File: src/rtl/tsg_pkg.sv
// shared constants and types for the triangle span generator
package tsg_pkg;

    localparam int TSG_COORD_WIDTH = 15;
    localparam int CFG_W           = 13;
    localparam int COL_W           = 12;
    localparam int COLOR_W         = 16;
    localparam int MAX_SCREEN      = 4096;
    localparam int RESET_WIDTH     = 240;
    localparam int RESET_HEIGHT    = 320;

    typedef enum logic [0:0] {
        CFG_SCREEN_WIDTH  = 1'b0,
        CFG_SCREEN_HEIGHT = 1'b1
    } t_cfg_idx;

    typedef enum logic [0:0] {
        CMD_LOAD = 1'b0,
        CMD_TICK = 1'b1
    } t_cmd;

endpackage

File: src/rtl/triangle_span_generator.sv
// top level of the triangle span generator
//
// Scanline fill of one triangle. A load transaction (cmd 0) brings three
// vertices and a colour; it sorts the vertices by y and gives no result.
// Each tick transaction (cmd 1) then gives one span, top row first;
// last_span marks the bottom row. A tick with no active triangle gives nothing.
// A tick goes through a start state, the two bit-serial edge dividers
// running side by side, a wait state that sees them done and an emit state
// that clips and registers the span; the next transaction is accepted once
// the emit state returns to idle. A flat triangle (all vertices on one row)
// skips the dividers and goes straight to the emit state. A load leaves
// the sequencer idle. One transaction is in work at a time; input ready is
// high only while idle. The result sits in an output register, so the next
// transaction is accepted while a span still waits; a finished span waits
// for a stalled receiver.
// Reset: screen 240 x 320, no active triangle, output empty.
// Configuration writes take effect at once; the user must make them only
// while idle: the block itself does not enforce this.
module triangle_span_generator import tsg_pkg::*; #(
    parameter int COORD_WIDTH = TSG_COORD_WIDTH
) (
    input  logic                          i_clk,
    input  logic                          i_rst_n,
    input  logic                          i_cfg_we,
    input  logic [0:0]                    i_cfg_addr,
    input  logic [CFG_W-1:0]              i_cfg_data,
    input  logic                          i_in_valid,
    output logic                          o_in_ready,
    input  logic                          i_cmd,
    input  logic signed [COORD_WIDTH-1:0] i_vert0_x,
    input  logic signed [COORD_WIDTH-1:0] i_vert0_y,
    input  logic signed [COORD_WIDTH-1:0] i_vert1_x,
    input  logic signed [COORD_WIDTH-1:0] i_vert1_y,
    input  logic signed [COORD_WIDTH-1:0] i_vert2_x,
    input  logic signed [COORD_WIDTH-1:0] i_vert2_y,
    input  logic [COLOR_W-1:0]            i_fill_color,
    output logic                          o_out_valid,
    input  logic                          i_out_ready,
    output logic signed [COORD_WIDTH-1:0] o_span_row,
    output logic [COL_W-1:0]              o_span_left,
    output logic [COL_W-1:0]              o_span_right,
    output logic                          o_visible,
    output logic [COLOR_W-1:0]            o_span_color,
    output logic                          o_last_span
);
    localparam int CW = COORD_WIDTH;
    localparam int AW = 2 * CW + 2;
    localparam int DW = CW + 1;
    localparam int XW = CW + 2;

    typedef enum logic [1:0] {PH_IDLE, PH_UPPER, PH_LOWER, PH_FLAT} t_phase;
    typedef enum logic [1:0] {S_IDLE, S_START, S_WAIT, S_EMIT} t_state;

    t_state               r_state;
    t_phase               r_phase;
    logic [CFG_W-1:0]     r_width, r_height;
    logic signed [CW-1:0] r_vx [3];
    logic signed [CW-1:0] r_vy [3];
    logic signed [AW-1:0] r_lacc, r_racc;
    logic signed [CW-1:0] r_row, r_uend;
    logic [COLOR_W-1:0]   r_color;
    logic                 r_out_valid;

    logic                 w_accept, w_emit, w_last;
    logic signed [CW-1:0] s_x [3];
    logic signed [CW-1:0] s_y [3];
    logic signed [CW-1:0] t_x, t_y;
    logic signed [DW-1:0] w_dyl, w_dyr, w_dxl, w_dxr, w_ql, w_qr;
    logic signed [CW-1:0] w_xs, w_fmin, w_fmax;
    logic signed [XW-1:0] w_a, w_b;
    logic signed [CW:0]   w_next_row;
    logic                 w_busy_l, w_busy_r;
    logic [COL_W-1:0]     w_left, w_right;
    logic                 w_vis;

    assign o_in_ready  = (r_state == S_IDLE);
    assign w_accept    = i_in_valid && o_in_ready;
    assign w_emit      = (r_state == S_EMIT) && (!r_out_valid || i_out_ready);
    assign o_out_valid = r_out_valid;

    // three stable compare-swaps on y
    always_comb begin
        t_x = '0;
        t_y = '0;
        s_x[0] = i_vert0_x; s_y[0] = i_vert0_y;
        s_x[1] = i_vert1_x; s_y[1] = i_vert1_y;
        s_x[2] = i_vert2_x; s_y[2] = i_vert2_y;
        if (s_y[0] > s_y[1]) begin
            t_x = s_x[0]; t_y = s_y[0];
            s_x[0] = s_x[1]; s_y[0] = s_y[1];
            s_x[1] = t_x; s_y[1] = t_y;
        end
        if (s_y[1] > s_y[2]) begin
            t_x = s_x[1]; t_y = s_y[1];
            s_x[1] = s_x[2]; s_y[1] = s_y[2];
            s_x[2] = t_x; s_y[2] = t_y;
        end
        if (s_y[0] > s_y[1]) begin
            t_x = s_x[0]; t_y = s_y[0];
            s_x[0] = s_x[1]; s_y[0] = s_y[1];
            s_x[1] = t_x; s_y[1] = t_y;
        end
    end

    // edge slopes and heights
    always_comb begin
        if (r_phase == PH_UPPER) begin
            w_dyl = DW'(r_vy[1]) - DW'(r_vy[0]);
            w_dxl = DW'(r_vx[1]) - DW'(r_vx[0]);
            w_xs  = r_vx[0];
        end else begin
            w_dyl = DW'(r_vy[2]) - DW'(r_vy[1]);
            w_dxl = DW'(r_vx[2]) - DW'(r_vx[1]);
            w_xs  = r_vx[1];
        end
        w_dyr = DW'(r_vy[2]) - DW'(r_vy[0]);
        w_dxr = DW'(r_vx[2]) - DW'(r_vx[0]);
    end

    tsg_div #(.NW(AW), .DW(DW)) u_div_left (
        .i_clk   (i_clk),
        .i_rst_n (i_rst_n),
        .i_start (r_state == S_START),
        .i_num   (r_lacc),
        .i_den   (w_dyl),
        .o_busy  (w_busy_l),
        .o_quot  (w_ql)
    );

    tsg_div #(.NW(AW), .DW(DW)) u_div_right (
        .i_clk   (i_clk),
        .i_rst_n (i_rst_n),
        .i_start (r_state == S_START),
        .i_num   (r_racc),
        .i_den   (w_dyr),
        .o_busy  (w_busy_r),
        .o_quot  (w_qr)
    );

    // span ends: flat extent or edge positions
    always_comb begin
        w_fmin = r_vx[0];
        w_fmax = r_vx[0];
        if (r_vx[1] < w_fmin) w_fmin = r_vx[1];
        if (r_vx[1] > w_fmax) w_fmax = r_vx[1];
        if (r_vx[2] < w_fmin) w_fmin = r_vx[2];
        if (r_vx[2] > w_fmax) w_fmax = r_vx[2];
        if (r_phase == PH_FLAT) begin
            w_a    = XW'(w_fmin);
            w_b    = XW'(w_fmax);
            w_last = 1'b1;
        end else begin
            w_a    = XW'(w_xs) + XW'(w_ql);
            w_b    = XW'(r_vx[0]) + XW'(w_qr);
            w_last = (r_row >= r_vy[2]);
        end
        w_next_row = (CW+1)'(r_row) + 1'b1;
    end

    tsg_clip #(.CW(CW)) u_clip (
        .i_a       (w_a),
        .i_b       (w_b),
        .i_row     (r_row),
        .i_width   (r_width),
        .i_height  (r_height),
        .o_left    (w_left),
        .o_right   (w_right),
        .o_visible (w_vis)
    );

    // configuration registers
    always_ff @(posedge i_clk) begin
        if (!i_rst_n) begin
            r_width  <= CFG_W'(RESET_WIDTH);
            r_height <= CFG_W'(RESET_HEIGHT);
        end else if (i_cfg_we) begin
            unique case (t_cfg_idx'(i_cfg_addr))
                CFG_SCREEN_WIDTH:  r_width  <= i_cfg_data;
                CFG_SCREEN_HEIGHT: r_height <= i_cfg_data;
                default: ;
            endcase
        end
    end

    // sequencer, triangle state and output register
    always_ff @(posedge i_clk) begin
        if (!i_rst_n) begin
            r_state     <= S_IDLE;
            r_phase     <= PH_IDLE;
            r_out_valid <= 1'b0;
            r_lacc      <= '0;
            r_racc      <= '0;
            r_row       <= '0;
            r_uend      <= '0;
            r_color     <= '0;
            for (int i = 0; i < 3; i++) begin
                r_vx[i] <= '0;
                r_vy[i] <= '0;
            end
        end else begin
            // output valid: set on a new span, cleared when taken
            if (w_emit) r_out_valid <= 1'b1;
            else if (r_out_valid && i_out_ready) r_out_valid <= 1'b0;
            unique case (r_state)
                S_IDLE: begin
                    if (w_accept) begin
                        if (t_cmd'(i_cmd) == CMD_LOAD) begin
                            for (int i = 0; i < 3; i++) begin
                                r_vx[i] <= s_x[i];
                                r_vy[i] <= s_y[i];
                            end
                            r_color <= i_fill_color;
                            r_row   <= s_y[0];
                            r_lacc  <= '0;
                            r_racc  <= '0;
                            r_uend  <= (s_y[1] == s_y[2]) ? s_y[1] : s_y[1] - 1'b1;
                            if (s_y[0] == s_y[2]) r_phase <= PH_FLAT;
                            else if (s_y[0] == s_y[1]) r_phase <= PH_LOWER;
                            else r_phase <= PH_UPPER;
                        end else if (r_phase == PH_FLAT) begin
                            r_state <= S_EMIT;
                        end else if (r_phase != PH_IDLE) begin
                            r_state <= S_START;
                        end
                    end
                end
                S_START: r_state <= S_WAIT;
                S_WAIT: begin
                    if (!w_busy_l && !w_busy_r) r_state <= S_EMIT;
                end
                S_EMIT: begin
                    if (w_emit) begin
                        o_span_row   <= r_row;
                        o_span_left  <= w_left;
                        o_span_right <= w_right;
                        o_visible    <= w_vis;
                        o_span_color <= r_color;
                        o_last_span  <= w_last;
                        r_state      <= S_IDLE;
                        r_row        <= w_next_row[CW-1:0];
                        r_racc       <= r_racc + AW'(w_dxr);
                        if (w_last) begin
                            r_phase <= PH_IDLE;
                        end else if (r_phase == PH_UPPER
                                     && w_next_row > (CW+1)'(r_uend)) begin
                            r_phase <= PH_LOWER;
                            r_lacc  <= '0;
                        end else begin
                            r_lacc  <= r_lacc + AW'(w_dxl);
                        end
                    end
                end
                default: r_state <= S_IDLE;
            endcase
        end
    end

    // dividers only run while a tick is in work
    a_div_idle: assert property (@(posedge i_clk) disable iff (!i_rst_n)
        (r_state == S_IDLE) |-> (!w_busy_l && !w_busy_r))
        else $error("edge divider busy while idle");

    // a waiting span is never overwritten
    a_out_hold: assert property (@(posedge i_clk) disable iff (!i_rst_n)
        (r_out_valid && !i_out_ready) |=> (r_out_valid && $stable(o_span_row)
                                           && $stable(o_span_left)))
        else $error("pending span overwritten");

    // invisible spans carry zero columns
    a_invis_zero: assert property (@(posedge i_clk) disable iff (!i_rst_n)
        (r_out_valid && !o_visible) |-> (o_span_left == '0 && o_span_right == '0))
        else $error("invisible span with nonzero columns");

    // a flat triangle ends with its only span
    a_flat_last: assert property (@(posedge i_clk) disable iff (!i_rst_n)
        (w_emit && r_phase == PH_FLAT) |=> (o_last_span && r_phase == PH_IDLE))
        else $error("flat span not marked last");

endmodule

File: src/rtl/tsg_div.sv
// bit-serial signed divider, quotient truncated toward zero, zero for divisor <= 0
module tsg_div import tsg_pkg::*; #(
    parameter int NW = 32,
    parameter int DW = 16
) (
    input  logic                 i_clk,
    input  logic                 i_rst_n,
    input  logic                 i_start,
    input  logic signed [NW-1:0] i_num,
    input  logic signed [DW-1:0] i_den,
    output logic                 o_busy,
    output logic signed [DW-1:0] o_quot
);
    localparam int CNT_W = $clog2(NW + 1);

    logic             r_busy;
    logic [CNT_W-1:0] r_cnt;
    logic [NW-1:0]    r_dvd;
    logic [DW-1:0]    r_rem;
    logic [DW-1:0]    r_den;
    logic             r_neg;
    logic             r_zero;

    logic [DW:0]      w_trial;
    logic [DW:0]      w_diff;
    logic             w_qbit;
    logic [DW-1:0]    w_mag;

    // one remainder step per cycle
    always_comb begin
        w_trial = {r_rem, r_dvd[NW-1]};
        w_diff  = w_trial - {1'b0, r_den};
        w_qbit  = (w_trial >= {1'b0, r_den});
    end

    always_ff @(posedge i_clk) begin
        if (!i_rst_n) begin
            r_busy <= 1'b0;
            r_cnt  <= '0;
        end else if (i_start) begin
            r_busy <= 1'b1;
            r_cnt  <= CNT_W'(NW);
        end else if (r_busy) begin
            r_cnt  <= r_cnt - 1'b1;
            r_busy <= (r_cnt != CNT_W'(1));
        end
    end

    // operand and shift registers
    always_ff @(posedge i_clk) begin
        if (i_start) begin
            r_dvd  <= i_num[NW-1] ? NW'(-i_num) : NW'(i_num);
            r_rem  <= '0;
            r_den  <= DW'(i_den);
            r_neg  <= i_num[NW-1];
            r_zero <= (i_den <= 0);
        end else if (r_busy) begin
            r_dvd <= {r_dvd[NW-2:0], w_qbit};
            r_rem <= w_qbit ? w_diff[DW-1:0] : w_trial[DW-1:0];
        end
    end

    assign w_mag  = r_dvd[DW-1:0];
    assign o_busy = r_busy;
    assign o_quot = r_zero ? '0 : (r_neg ? -$signed(w_mag) : $signed(w_mag));

endmodule

File: src/rtl/tsg_clip.sv
// clips one span against the screen and flags visibility
module tsg_clip import tsg_pkg::*; #(
    parameter int CW = TSG_COORD_WIDTH
) (
    input  logic signed [CW+1:0]  i_a,
    input  logic signed [CW+1:0]  i_b,
    input  logic signed [CW-1:0]  i_row,
    input  logic [CFG_W-1:0]      i_width,
    input  logic [CFG_W-1:0]      i_height,
    output logic [COL_W-1:0]      o_left,
    output logic [COL_W-1:0]      o_right,
    output logic                  o_visible
);
    localparam int XW = CW + 2;
    localparam int EW = ((XW > CFG_W + 1) ? XW : CFG_W + 1) + 1;

    logic signed [EW-1:0] w_a, w_b, w_lo, w_hi, w_w, w_h, w_row, w_l, w_r;

    always_comb begin
        w_a   = EW'(i_a);
        w_b   = EW'(i_b);
        w_row = EW'(i_row);
        w_w   = (i_width  > CFG_W'(MAX_SCREEN)) ? EW'(MAX_SCREEN) : EW'({1'b0, i_width});
        w_h   = (i_height > CFG_W'(MAX_SCREEN)) ? EW'(MAX_SCREEN) : EW'({1'b0, i_height});
        // order the ends
        if (w_a > w_b) begin
            w_lo = w_b;
            w_hi = w_a;
        end else begin
            w_lo = w_a;
            w_hi = w_b;
        end
        o_visible = (w_w > 0) && (w_h > 0) && (w_row >= 0) && (w_row < w_h)
                  && (w_lo < w_w) && (w_hi >= 0);
        w_l = (w_lo < 0) ? '0 : w_lo;
        w_r = (w_hi >= w_w) ? w_w - 1 : w_hi;
        o_left  = o_visible ? w_l[COL_W-1:0] : '0;
        o_right = o_visible ? w_r[COL_W-1:0] : '0;
    end

endmodule
File: config.mk
export PLATFORM = sky130hd
export DESIGN_NAME = triangle_span_generator
export DESIGN_NICKNAME = d
export VERILOG_FILES = /design/src/rtl/tsg_pkg.sv /design/src/rtl/triangle_span_generator.sv /design/src/rtl/tsg_div.sv /design/src/rtl/tsg_clip.sv
export SDC_FILE = /design/constraint.sdc
export NUM_CORES = 2
export LEC_CHECK = 0
export BUFFER_PORTS_ARGS = -buffer_cell sky130_fd_sc_hd__buf_2
export CAP_MARGIN = 0
export CORE_MARGIN = 4
export CORE_UTILIZATION = 50
export DETAILED_ROUTE_END_ITERATION = 12
export PLACE_DENSITY = 0.68
export SLEW_MARGIN = 20
export SYNTH_ARGS = -nofsm -noshare
export SYNTH_HDL_FRONTEND = slang
export SYNTH_SLANG_ARGS = --single-unit
File: constraint.sdc
create_clock -name i_clk -period 10.9 [get_ports i_clk]
set_input_delay 1.09 -clock i_clk [delete_from_list [all_inputs] [get_ports i_clk]]
set_output_delay 1.09 -clock i_clk [all_outputs]
set_load 0.05 [all_outputs]
* Yosys cells after proc, flatten, opt, wreduce, memory -nomap -nowiden *
Memories as Yosys holds them, arrays and structs flattened.
Index checks and enable logic that the tools add are counted.

word-level totals
  input port bits = 126
  word-level logic and storage cells = 220
  output and inout bits = 59
  memories = 2
  register bits = 344
  bits in writable memories = 90
  ROM bits = 0
  latch bits = 0

operators by class
  bitwise operators = 10
  order comparisons = 24
  equality and inequality tests = 18
  shift-type cells = 0
  add/subtract/negate cells = 21
  reductions and logical operators = 30
  divide/modulo/power cells = 0
  multiplexer cells = 83
  $mul = 0

memories
  memory  depth  bits a word  rd ports  clocked after memory_dff  wr ports  RTL line                       text
  r_vx    3      15           3         0                         3         triangle_span_generator.sv:57  logic signed [CW-1:0] r_vx [3];
  r_vy    3      15           3         0                         3         triangle_span_generator.sv:58  logic signed [CW-1:0] r_vy [3];

operators with widths
  kind                                                                 count
  two-way mux 32 bit                                                   12
  two-way mux 15 bit                                                   15
  two-way mux 30 bit                                                   6
  two-way mux 16 bit                                                   8
  one-hot mux 32 bit (2 select lines)                                  2
  subtractor 15 x 15 -> 16 bit                                         6
  > comparator 15 bit                                                  5
  adder 32 x 16 -> 32 bit                                              2
  negator 32 bit                                                       2
  equality test 15 bit                                                 3
  two-way mux 18 bit                                                   2
  adder 15 x 16 -> 17 bit                                              2
  greater-or-equal comparator 17 x 16 -> 1 bit                         2
  two-way mux 17 bit                                                   2
  less-or-equal comparator 16 x 1 -> 1 bit (second input constant)     2
  negator 16 bit                                                       2
  subtractor 16 bit                                                    2
  less-than comparator 15 bit                                          2
  one-hot mux 15 bit (2 select lines)                                  1
  > comparator 13 bit (second input constant)                          2
  two-way mux 13 bit                                                   2
  two-way mux 2 bit                                                    13
  two-way mux 6 bit                                                    4
  greater-or-equal comparator 18 x 1 -> 1 bit (second input constant)  1
  other kinds (37)                                                     86

* Depth between registers and ports, before layout *
An unclocked memory read counts as a cell.

  depth in word-level cells = 13
  gate-level depth with buffers = 54
  depth with buffers taken out = 48

* Modules after synthesis *
Synthesis repeated with hierarchy kept, for this count alone.

unflattened totals
  cells, all modules = 4,522
  area total of the unflattened synthesis = 37,738.7 um^2

by module, submodules not included
  module                   times used  area each (um^2)  seq. area each (um^2)  cells each
  triangle_span_generator  1           25,343.1          7,236.9                3,109
  tsg_div at u_div_right   1           5,019.8           1,961.9                548
  tsg_div at u_div_left    1           4,939.7           1,961.9                546
  tsg_clip                 1           2,436.1           0.0                    319

* Worst setup path after synthesis *
No wires, ideal clock.

  kind = reg-to-reg
  from = memory r_vx[0][14] (netlist name)
  to = register o_span_right[10], data pin
  path slack = 859 ps
  library setup time = 280 ps
  required time = 10,620 ps
  cell stages (with the launch flop) = 49
  path buffers = 5
  arrival time = 9,761 ps
  clock period less this slack = 10,041 ps
  cell sequence = edfxtp_1 > inv_1 > ha_1 > or3b_1 > a21o_1 > and3_4 > nor2_4 > mux2i_1 > ha_1 > and4_1 > nand2_1 > nor2_1 > a21oi_1 > mux2i_1 > nand3_1 > nor4_1 > a32oi_2 > and2_1 > [... 13 more ...] > clkbuf_1 > clkbuf_1 > a21o_1 > ha_1 > nand2b_1 > a21o_1 > a21o_1 > a21o_1 > a21o_1 > a21oi_1 > o21ai_0 > a41oi_1 > a21oi_1 > or3_1 > o32a_1 > buf_2 > a21oi_1 > a311oi_2

RTL lines
  element               RTL line                        text
  start, declared       triangle_span_generator.sv:57
  end signal, assigned  triangle_span_generator.sv:235  o_span_right <= w_right;
  end, declared         triangle_span_generator.sv:41   output logic [COL_W-1:0] o_span_right,

==> flow_summary_export.csv <==
group,metric,value,unit
setup_path,reg2reg_depth,44,
timing,rsz0062_at_grt,"false",
floorplan,die_area,79800,um^2
setup_path,reg2reg_from,"r_vx[0][15]",
setup_path,critPathRequiredTime,11.37,ns
drt,drt_iter0_markers,3219,
setup_path,crit_slowest_cell,"o311ai_0",
timing,setup_viol,0,
drt,vias_per_cell,5.98,
run_status,status,"finished, final reports clean",
global_route,grt_overflow_total,0,
synth,synth_ff_type,"edfxtp_1",
placement,dp_hpwl,89000,um
floorplan,chipHeight,283,um
floorplan,chipWidth,283,um
setup_path,crit_top_cell,"a21o_1",
synth,yosys_warnings,0,
setup_path,critPathLaunchType,"flip-flop",
min_path,hp-start,"r_color[8]",
drt,drc_errors,0,
timing,worstMarginPinSlew,1.13,ns
floorplan,start_util,50.5,%
synth,yosys-top-cells-count,"nor2_1, nand2_1, inv_1, a21oi_1, ha_1",
setup_path,arrival,10.69,ns
synth,yosys_register_bits,434,
setup_path,r2r_slack,0.67,ns
setup_path,crit_type,"flip-flop to flip-flop",
power_and_ir_drop,netSwitchingFraction,49.4,%
timing,post-route-period-util,93.8,%
power_and_ir_drop,p_leak,17.8,nW
clock_tree,worstSkewPairLatency,0.60,ns
synth,synth_edf_count,247,
setup_path,slowest_delay,0.58,ns
floorplan,pin_count,185,
clock_tree,cts_sinks,434,
layout,nets,5246,
synth,syn_area,37700,um^2
synth,syn_nets,5142,
clock_tree,cts_tree,"yes",
min_path,holdPathEnd,"o_span_color[8]",
layout,syn_to_final_growth,9.74,%
synth,ys_types,104,
timing,fin_tns_setup,0,ns
global_route,grt_pass1_wl,181000,um
synth,yosysSeqAreaShare,29.6,%
synth,yosys.area.top_type,"edfxtp_1",
clock_tree,ctsHoldBuffers,0,
global_route,grt_max_degree,90,
power_and_ir_drop,irDropWorstVdd,0.312,mV
global_route,grt_pass1_vias,32100,
power_and_ir_drop,switchingPower,0.00651,W
timing,fmax,97.8,MHz
power_and_ir_drop,power_density,319,nW/um^2
min_path,hold_path_depth,0,
timing,finalClockSkew,0.0161,ns
layout,layout-drive-gt1-share,9.04,%
global_route,grtUsageTotal,28.4,%
power_and_ir_drop,seqPwrFrac,20.6,%
floorplan,coreArea,74600,um^2
synth,synth_cells,4605,
setup_path,critical_path.top_delay_family,"compound AO/OA/AOI/OAI gates",
clock_tree,clockBufferDepth,3,
global_route,antenna_found_initial,8,
drt,vias,34200,
drt,totalWireLength,116000,um
synth,synth_area_leaders,"edfxtp_1, ha_1, dfxtp_1",
drt,dr.pass1.iters,6,
timing,drv_slew,0,
timing,max_slew_margin,23.0,%
placement,port-buffer-count,184,
clock_tree,root_buffer,"clkbuf_16",
timing,fin_crit,10.23,ns
synth,yosysMostFrequentCell,"nor2_1",
clock_tree,cts_buffers,49,
synth,async_flop_share,0,%
synth,synth_top_area_share,19.7,%
synth,syn_avg_cell_area,8.18,um^2
timing,finalHoldViolCount,0,
setup_path,path_max_fanout,18,
setup_path,end_kind,"flip-flop",
timing,worst_hold_slack,0.430,ns
setup_path,crit_buf_inv,4,
drt,drtAntennaViolNets,0,
placement,gp_congestion,1.03,
clock_tree,cts.clk_slew.worst_paths,0.06,ns
power_and_ir_drop,pwr-share-clk,13.1,%
clock_tree,cts_max_level,2,
setup_path,r2r_end,"o_span_right[9]",
min_path,min_path_type,"flip-flop to flip-flop",
run,max_cap_viol_count,0,
drt,wire_per_inst,20.2,um
power_and_ir_drop,p_int,0.00666,W
floorplan,core.rowCount,100,
power_and_ir_drop,p_comb_share,66.3,%
==> area by class of cell <==
type / instances / area, um^2
Timing Repair Buffer: 249 / 1410
Antenna cell: 3 / 7.51
Multi-Input combinational cell: 3577 / 24400
Sequential cell: 434 / 11200
Fill cell: 7062 / 33200
Clock buffer: 67 / 1390
Tap cell: 969 / 1210
Clock inverter: 23 / 258
Inverter: 398 / 1500
==> cells in the final DEF (no fill, tap or decap), types with 65 or more instances in the layout <==
| cell | synthesis | routed |
|---|---|---|
| a211oi_1 | 91 | 90 |
| a21o_1 | 99 | 99 |
| a21oi_1 | 371 | 368 |
| buf_2 | 6 | 184 |
| buf_4 | 2 | 65 |
| dfxtp_1 | 187 | 187 |
| edfxtp_1 | 247 | 247 |
| ha_1 | 370 | 369 |
| inv_1 | 396 | 395 |
| mux2i_1 | 68 | 67 |
| nand2_1 | 432 | 431 |
| nand3_1 | 117 | 117 |
| nor2_1 | 528 | 525 |
| nor3_1 | 87 | 86 |
| o21ai_0 | 242 | 242 |
| xnor2_1 | 176 | 176 |
| xor2_1 | 122 | 122 |
==> power groups by stage <==
stage                     clock, W  combinational, W  sequential [W]
after CTS                  0.00175           0.00852         0.00271
after global placement           0           0.00838         0.00273
after detailed placement         0           0.00847         0.00274
final                      0.00172           0.00873         0.00272
after global routing       0.00182           0.00969         0.00276
after floorplan                  0           0.00634         0.00260
==> worst register-to-register path, delay by kind of cell, from the launching register on <==
family / cells / cell delay (ns)
and+or+nand+nor: 16 / 3.42
AOI/OAI and AO/OA: 17 / 3.69
DFF: 1 / 0.44
buffers and inverters: 4 / 0.49
adders and majority gates: 5 / 1.66
muxes: 2 / 0.40
==> routing by layer <==
layer	part of all wire [%]	wire length, um	vias to the layer above	GRT usage [%]
li1	-	-	16700	-
met1	46	52900	16100	41.0
met2	43	49600	1276	44.1
met3	8.5	9780	203	5.27
met4	2.8	3220	10	7.41
met5	0.055	63	-	0
==> flip-flops by register name, summed over array words and instances, names as in the netlist, 13 cells and up <==
name,count
u_div_left.r_den,16
r_vy,45
u_div_left.r_dvd,32
r_height,13
u_div_right.r_den,16
u_div_right.r_dvd,32
u_div_left.r_rem,16
o_span_color,16
r_uend,15
r_color,16
r_lacc,32
r_row,15
r_racc,32
o_span_row,15
u_div_right.r_rem,16
r_width,13
r_vx,45
==> timing repair <==
action	CTS	global route
endpoints found under the setup margin	0	20
setup buffers	0	1
resized for setup	0	13
hold endpoints to repair	0	0
==> through the flow <==
| stage | util [%] | setup WS [ns] | total power, W | std cells | area, um^2 |
|---|---|---|---|---|---|
| after CTS | 55.3 | 0.186 | 0.0130 | 5716 | 41300 |
| after detailed placement | 53.1 | 0.255 | 0.0112 | 5626 | 39600 |
| after global placement | 53.1 | 0.414 | 0.0111 | 5626 | 39600 |
| after global routing | 55.4 | 0.00819 | 0.0143 | 5717 | 41300 |
| final | 55.4 | 0.673 | 0.0132 | 5720 | 41300 |
| after floorplan | - | 0.859 | 0.00894 | 4605 | 37700 |
==> worst max path at each step <==
stage	startpoint	cells past startpoint	end
detailed placement	r_vx[0][15]	47	o_span_right[8]
floorplan	r_vx[0][14]	48	o_span_right[10]
CTS	r_vx[0][15]	47	o_span_right[8]
global placement	r_vx[0][15]	47	o_span_right[7]
finish	r_vx[0][15]	44	o_span_right[9]
global route	r_vx[0][15]	47	o_span_right[9]
==> cell families (layout without fill, tap and decap cells) <==
logic type | count (synthesis) | in the layout | share of synthesized area, %
compound gates | 1232 | 1232 | 21.4
fa+ha+maj | 415 | 415 | 14.6
simple gates | 1540 | 1540 | 19.0
other cells | 0 | 3 | 0
buf+inv | 594 | 737 | 5.98
xor+xnor | 298 | 298 | 6.93
flops | 434 | 434 | 29.6
mux | 92 | 92 | 2.56
Power figures use the tool's default switching activity.
